File: src/tbc_pkg.sv
`timescale 1ns / 1ps
// ----------------------------------------------------------------------------
// tbc_pkg
// Shared types, sizes and the set hash for the translated block cache.
// ----------------------------------------------------------------------------
package tbc_pkg;

	localparam int NUM_SETS    = 1024;
	localparam int NUM_WAYS    = 4;
	localparam int HANDLE_BITS = 48;

	localparam int SET_BITS  = $clog2(NUM_SETS);
	localparam int WAY_BITS  = (NUM_WAYS > 1) ? $clog2(NUM_WAYS) : 1;
	localparam int PC_W      = 64;
	localparam int CODE_W    = 48;
	localparam int WAYOUT_W  = 3;
	localparam int CNT_W     = 32;
	localparam int HASH_W    = 32;
	localparam int PC_DROP   = 2;
	localparam int HASH_FOLD = 10;

	localparam logic REQ_LOOKUP = 1'b0;
	localparam logic REQ_INSERT = 1'b1;

	typedef struct packed {
		logic              req_type;
		logic [PC_W-1:0]   pc;
		logic [CODE_W-1:0] code_handle;
	} tbc_req_t;

	typedef struct packed {
		logic                hit;
		logic [CODE_W-1:0]   code_out;
		logic [WAYOUT_W-1:0] way_written;
		logic [CNT_W-1:0]    hit_total;
		logic [CNT_W-1:0]    miss_total;
	} tbc_rsp_t;

	typedef struct packed {
		logic [PC_W-1:0]        tag;
		logic [HANDLE_BITS-1:0] handle;
	} entry_t;

	typedef entry_t [NUM_WAYS-1:0] row_t;

	typedef struct packed {
		logic                hit;
		logic [CODE_W-1:0]   code;
		logic [WAY_BITS-1:0] way;
		logic                wr_en;
		row_t                new_row;
	} way_res_t;

	typedef enum logic {
		ST_CLEAR,
		ST_RUN
	} tbc_state_t;

	function automatic logic [SET_BITS-1:0] set_of(input logic [PC_W-1:0] pc);
		logic [HASH_W-1:0] h;
		h = pc[PC_DROP +: HASH_W];
		h = h ^ (h >> HASH_FOLD);
		return h[SET_BITS-1:0];
	endfunction

endpackage

File: src/tbc_way_logic.sv
`timescale 1ns / 1ps
// ----------------------------------------------------------------------------
// tbc_way_logic
// Parallel way compare for lookups and free-way pick for inserts (way 0 when none is free).
// ----------------------------------------------------------------------------
module tbc_way_logic
	import tbc_pkg::*;
(
	input  tbc_req_t req,
	input  row_t     row,
	output way_res_t res
);

	logic [NUM_WAYS-1:0] match;
	logic [NUM_WAYS-1:0] free;
	logic [WAY_BITS-1:0] hit_way;
	logic [WAY_BITS-1:0] pick;
	logic                any_hit;

	always_comb begin
		for (int w = 0; w < NUM_WAYS; w++) begin
			match[w] = (row[w].tag == req.pc) && (row[w].handle != '0);
			free[w]  = (row[w].tag == '0);
		end
	end

	always_comb begin
		hit_way = '0;
		pick    = '0;
		for (int w = NUM_WAYS - 1; w >= 0; w--) begin
			if (match[w]) begin
				hit_way = WAY_BITS'(w);
			end
			if (free[w]) begin
				pick = WAY_BITS'(w);
			end
		end
		any_hit = |match;
	end

	always_comb begin
		res         = '0;
		res.new_row = row;
		if (req.req_type == REQ_INSERT) begin
			res.wr_en                    = 1'b1;
			res.way                      = pick;
			res.new_row[pick].tag        = req.pc;
			res.new_row[pick].handle     = HANDLE_BITS'(req.code_handle);
		end else begin
			res.hit = any_hit;
			if (any_hit) begin
				res.code = CODE_W'(row[hit_way].handle);
			end
		end
	end

endmodule
File: config.mk
export PLATFORM = sky130hd
export DESIGN_NAME = tbc_way_logic
export DESIGN_NICKNAME = d
export VERILOG_FILES = /design/src/tbc_pkg.sv /design/src/tbc_way_logic.sv
export SDC_FILE = /design/constraint.sdc
export NUM_CORES = 1
export LEC_CHECK = 0
export ABC_AREA = 0
export BUFFER_PORTS_ARGS = -buffer_cell sky130_fd_sc_hd__buf_4
export CAP_MARGIN = 40
export CORE_AREA = 2 2 419 421
export DETAILED_ROUTE_END_ITERATION = 8
export DIE_AREA = 0 0 421 423
export PLACE_DENSITY_LB_ADDON = 0.12
export REMOVE_ABC_BUFFERS = 1
export SLEW_MARGIN = 15
export SYNTH_ARGS = -nofsm -noshare
export SYNTH_HDL_FRONTEND = slang
export SYNTH_SLANG_ARGS = --single-unit
File: constraint.sdc
create_clock -name vclk -period 5.3
set_input_delay 0.265 -clock vclk [all_inputs]
set_output_delay 0.265 -clock vclk [all_outputs]
set_load 0.01 [all_outputs]
== Yosys cells after proc, flatten, opt, wreduce, memory -nomap -nowiden ==
Index checks and enable logic that the tools add are counted.
Word-level totals
  register bits after elaboration: 0
  input bits: 561
  output and inout bits: 500
Operators by class
  magnitude comparators: 3
  equality and inequality tests: 4
  multiplexer cells: 19
  reductions and logical operators: 14
Operator list (number)
  448-bit bitwise mux: 2
  451-bit 2-to-1 mux: 1
  112-bit demux with 2-bit select: 2
  64-bit == test: 4
  64-bit logical NOT: 4
  112-bit binary-select mux with 2-bit select: 1
  48-bit nonzero test: 4
  48-bit 2-to-1 mux: 3
  112-bit 2-to-1 mux: 1
  49-bit 2-to-1 mux: 1
  2-bit 2-to-1 mux: 8
  2-bit by 3-bit less-than comparator with 1-bit output, second input constant: 2
  1-bit logical AND: 5
  4-bit OR reduction: 1
  2-bit by 1-bit greater-or-equal comparator with 1-bit output, second input constant: 1

== Logic depth before layout (Yosys ltp) ==
Gate-level depths: netlist of run 1.
  depth after elaboration: 12
  gate-level depth with buffers: 12
  gate-level depth less buffers: 8

== Worst setup path after synthesis of run 1 ==
OpenSTA, ideal clock, no wires.
  path kind: input to output
  start point: in req[74] in the netlist's numbering
  end point: out res[459] in the netlist's numbering
  arrival time: 2.523 ns
  slack: 2.512 ns
  cell stages on the path: 11
  cell sequence: clkbuf_1 -> xnor2_1 -> nand4_1 -> or3_1 -> or4_4 -> a211oi_2 -> buf_4 -> buf_12 -> buf_12 -> mux2i_1 -> o22ai_1
RTL lines
  from (decl): line tbc_way_logic.sv:9  | input tbc_req_t req,
  to (decl): line tbc_way_logic.sv:11  | output way_res_t res

==> results.yml, run 1 <==
power:
  power_frac_seq: 0
  switching_share: 0.580
  finalPower_uw: 1950
  p_int_uw: 820
  combPwrFrac: 1.000
  irDropWorstVdd_mv: 0.0424
  p_sw_uw: 1130
  leakagePower_uw: 0.00914
  p_per_area_nw_per_um2: 90.5
  clkPwrFrac: 0
floorplanning:
  start_util: 0.0609
  die_x_um: 421
  core_area_um2: 173000
  die_area_um2: 178000
  row_count: 153
  io_pins: 1061
  die_h_um: 423
finish:
  synthToLayoutAreaGrowth_pct: 104
  nClkBuffers: 0
  multi_input_area_um2: 9890
  num-nets-final: 2866
  n_sequential_cell: 0
  ff_latch_area_um2: 0
  nFillCells: 20200
  layout-drive-gt1-share: 0.532
synth:
  netlist_area_um2: 10500
  synth_common_cells: "a21o_1 (192), mux2_1 (178), xnor2_1 (161), nor4_1 (160), mux2i_1 (96)"
  yosysWarnings: 0
  yosysSeqAreaShare: 0
  synth_most_common_cell: "a21o_1"
  ys_types: 38
  yosys.area.top_type_share: 0.190
  yosys.area.top_type: "mux2_1"
  avgSynthCellArea_um2: 8.08
  yosys-top-cells-area: "mux2_1 (19%), a21o_1 (14%), xnor2_1 (13%), nor4_1 (9.5%), mux2i_1 (9.1%)"
  syn_inst: 1305
global_route:
  overflow: 0
  antenna_found_initial: 15
  grt_use_met2: 0.346
  busiest_layer: "met2"
  grt_usage: 0.166
  met1_usage: 0.179
  grt_pass1_vias: 16900
  grt_pass1_wl_um: 195000
  grt_use_met3: 0.0207
  grt_max_degree: 56
sta:
  max_freq_ghz: 0.231
  slew_viol_final: 0
  maxSlewHeadroom: 0.415
  rsz0062_at_grt: "no"
  worst_pin_slew_ps: 871
  min_period_over_period: 0.816
  finalSetupViolations: 0
  fin_tns_setup_ps: 0
  hold_ws_ps: 827
  hold_viol: 0
  fin_crit_ps: 4330
placed_design:
  dp_hpwl_um: 138000
  port_buffers: 1061
  gp_congestion: 0.868
setup_path:
  cp_top_family: "simple AND/OR/NAND/NOR gates"
  critPathSlowestCell: "nor4_1"
  cp-startpoint: "row[417]"
  cp-end-kind: "output port"
  worstPathArrival_ps: 4060
  critPathBufInv: 6
  slowest_delay_ps: 600
  crit_type: "in -> out"
  cp_max_fo: 38
  cp_common_cell: "buf_4"
  path_cells: "buf_4, nor4_1, buf_4, nand4_1, buf_4, nor4_1, o21ai_1, or2_2, nor2_4, buf_12, buf_4, mux2_1, buf_4"
  required_ps: 5040
  start_kind: "primary input"
run_status:
  status: "finished, final reports clean"
drt:
  first_pass_iters: 5
  wl_um: 157000
  drc: 0
  avgViaCountPerCell: 3.42
  wire_per_inst_um: 33.9
  drt_iter0_drc: 781
  via_count: 15900
  postRouteAntennaNets: 0
flow_run:
  cap_violations: 0
clock_network:
  cts_setup_buffers: 0
  cts-hold-fix-buffers: 0
  cts_resized: 0
min_path:
  hold_depth: 3
  holdCritPathClass: "in -> out"
  worstHoldStart: "row[388]"
  worstHoldEndpoint: "res[388]"
==> per-layer routing <==
layer	wire, µm	vias up
met2	90100	639
met1	58800	8120
met5	26	-
met3	5640	72
met4	2310	4
li1	-	7016
==> stage by stage <==
| step | setup slack (ps) | std cells | instance area [µm²] | utilization |
|---|---|---|---|---|
| floorplan | -3580 | 1171 | 9840 | - |
| global placement | 734 | 4625 | 21500 | 0.124 |
| detailed placement | 842 | 4628 | 21500 | 0.124 |
| CTS | 844 | 4628 | 21500 | 0.124 |
| global route | 754 | 4629 | 21500 | 0.124 |
| finish | 974 | 4632 | 21600 | 0.124 |
==> cells by family (layout without fill, tap and decap cells) <==
family,Yosys count,in the layout,share of synthesized area
xor gates and xnor gates,256,256,0.216
and+or+nand+nor,313,313,0.182
other,0,4,0
AOI/OAI and AO/OA,247,247,0.170
muxes,352,352,0.364
buffers and inverters,137,1135,0.0679
==> power by group through the flow <==
| stage | sequential [µW] | clock, µW | combinational (µW) |
|---|---|---|---|
| 3_5_place_dp | 0 | 0 | 2010 |
| 3_3_place_gp | 0 | 0 | 2020 |
| 6_report | 0 | 0.00000253 | 1950 |
| 5_1_grt | 0 | 0.0000252 | 2050 |
| 2_1_floorplan | 0 | 0 | 548 |
| 4_1_cts | 0 | 0 | 2010 |
==> cell usage in the layout (no fill, tap or decap), types with 3 or more instances in the layout <==
cell type	instances
nand3_1	6
nor3_1	7
buf_4	1112
mux2i_1	96
mux2_1	178
xnor2_2	5
buf_12	18
or4_1	3
nor3b_1	4
nand4_1	85
nor4_2	3
o22ai_1	48
nand2_1	13
nor2_1	14
diode_2	4
xnor2_1	161
xor2_1	90
nor4b_1	3
and4_1	5
inv_1	3
nor4_1	158
a21o_1	192
mux2_2	78
==> area by class of cell <==
type,count,share of cell area
timing repair buffer,1132,0.405
antenna,4,0.000464
inverter,3,0.000522
multi-input combinational,1168,0.459
tap,2325,0.135
==> worst max-delay path by stage <==
stage | to | cells past startpoint | slack (ps)
2_1_floorplan | res[336] | 7 | -3580
3_3_place_gp | res[456] | 10 | 730
3_5_place_dp | res[456] | 10 | 840
4_1_cts | res[456] | 10 | 840
5_1_grt | res[456] | 10 | 750
6_report | res[239] | 13 | 970
Note: power is estimated with default switching activity, not from simulation.
==> inputs of run 2 (changes only) <==
- clock period: 5.3 -> 4.05 ns (I/O delays scaled with it)
==> run 2 against run 1 <==
Net effect: count of clock-buffer cells in the layout is the same; first-iteration DRC count shrank 10%; design area grew 6.0%; via count grew 4.4%; hold slack lost 140 ps; flip-flop and latch count is the same; critical path depth is the same; total power grew 38%; global-route usage grew 0.48 points; worst setup slack lost 730 ps; cell count grew 3.2%; critical endpoint is now res[482]; highest routed layer unchanged.
==> results.yml, run 2 (synthesis gave the netlist of run 1 again) <==
run_status:
  status: "finished, final reports clean"
sta:
  hold_ws_ps: 688
  worst_pin_slew_ps: 786
  maxSlewHeadroom: 0.474
  min_period_over_period: 0.940
  hold_viol: 0
  slew_viol_final: 0
  max_freq_ghz: 0.263
  finalSetupViolations: 0
  worst_slack_ps: 244
  fin_crit_ps: 3810
  rsz0062_at_grt: "no"
finish:
  ff_latch_area_um2: 0
  mostFrequentLayoutCells: "buf_4 (1246), a21o_1 (192), mux2_1 (178), xnor2_1 (160), nor4_1 (156)"
  final_util: 0.132
  num-nets-final: 3012
  n_sequential_cell: 0
  synthToLayoutAreaGrowth_pct: 117
  layout_commonest_cell: "buf_4"
  nClkBuffers: 0
  layout-drive-gt1-share: 0.561
  instances_no_fill: 4779
setup_path:
  worstPathArrival_ps: 3600
  crit_type: "in -> out"
  required_ps: 3850
  cp-end-kind: "output port"
  cp_max_fo: 19
  slowest_delay_ps: 570
  cp_common_cell: "buf_4"
  critPathSlowestCell: "or4_4"
  path_cells: "buf_4, xnor2_1, buf_4, nand4_1, nor4_1, nand2_1, or4_4, a211oi_4, buf_12, buf_12, mux2i_1, o22ai_1, buf_4"
  start_kind: "primary input"
global_route:
  grt_use_met3: 0.0175
  grt_use_met2: 0.354
  grt_max_degree: 30
  antenna_found_initial: 15
  grt_usage: 0.171
  grt_pass1_wl_um: 202000
  met1_usage: 0.186
  overflow: 0
  grt_pass1_vias: 17800
  busiest_layer: "met2"
power:
  p_per_area_nw_per_um2: 118
  irDropWorstVdd_mv: 0.0552
  leakagePower_uw: 0.00992
placed_design:
  gp_congestion: 0.891
  port_buffers: 1061
  dp_cells: 4774
  dp_hpwl_um: 143000
  dp_slack_ps: -4.35
drt:
  drc: 0
  first_pass_iters: 4
  postRouteAntennaNets: 0
  via_count: 16500
  drt_iter0_drc: 703
  wl_um: 161000
  avgViaCountPerCell: 3.46
  wire_per_inst_um: 33.6
min_path:
  holdCritPathClass: "in -> out"
  hold_depth: 3
floorplanning:
  core_area_um2: 173000
  die_area_um2: 178000
  io_pins: 1061
  start_util: 0.0609
  die_h_um: 423
  die_x_um: 421
  row_count: 153
flow_run:
  cap_violations: 0
clock_network:
  cts_setup_buffers: 0
## run 2: cell count changes in the layout (fill, tap and decap cells not counted), sizes merged
cell / before / now
clkdlybuf4s15: 2 / 1
diode: 4 / 5
buf: 1130 / 1277
## run 2: worst paths after layout
| check | from | end | slack, ps |
|---|---|---|---|
| setup / recovery | req[95] | res[482] | 240 |
| hold / removal | row[387] | res[387] | 690 |
## run 2: stage by stage
step	area [µm²]	total power [µW]	setup TNS, ps
after floorplan	9840	717	-1497860
after global placement	22800	2770	-100
after detailed placement	22800	2750	-4.35
after CTS	22800	2770	0
after global routing	22800	2820	0
final	22800	2690	0
## run 2: power by group
group,internal (µW),total [µW],switching (µW)
sequential,0,0,0
combinational,1160,2690,1530
clock,0.000169,0.000170,0
## run 2: cell type report
class,instances,area (µm²)
fillers,20100,150000
repair buffers,1278,9990
multi-input cells,1168,9920
well taps,2325,2910
diodes,5,12.5
inverters,3,11.3
## run 2: timing repair
item	CTS	global route
setup endpoints to repair	3	30
resized for setup	2	1
hold buffers	0	0
## run 2: worst max-delay path, delay by kind of cell
family	cells	cell delay (ps)
buffers and inverters	5	980
multiplexers	1	90
AO/OA/AOI/OAI	2	730
AND/OR/NAND/NOR	4	1140
XOR/XNOR	1	440
## run 2: layer usage
layer / vias to the layer above / part of all wire
li1: 7326 / -
met3: 91 / 0.031
met4: 6 / 0.017
met2: 677 / 0.57
met5: - / 0.00022
met1: 8441 / 0.38
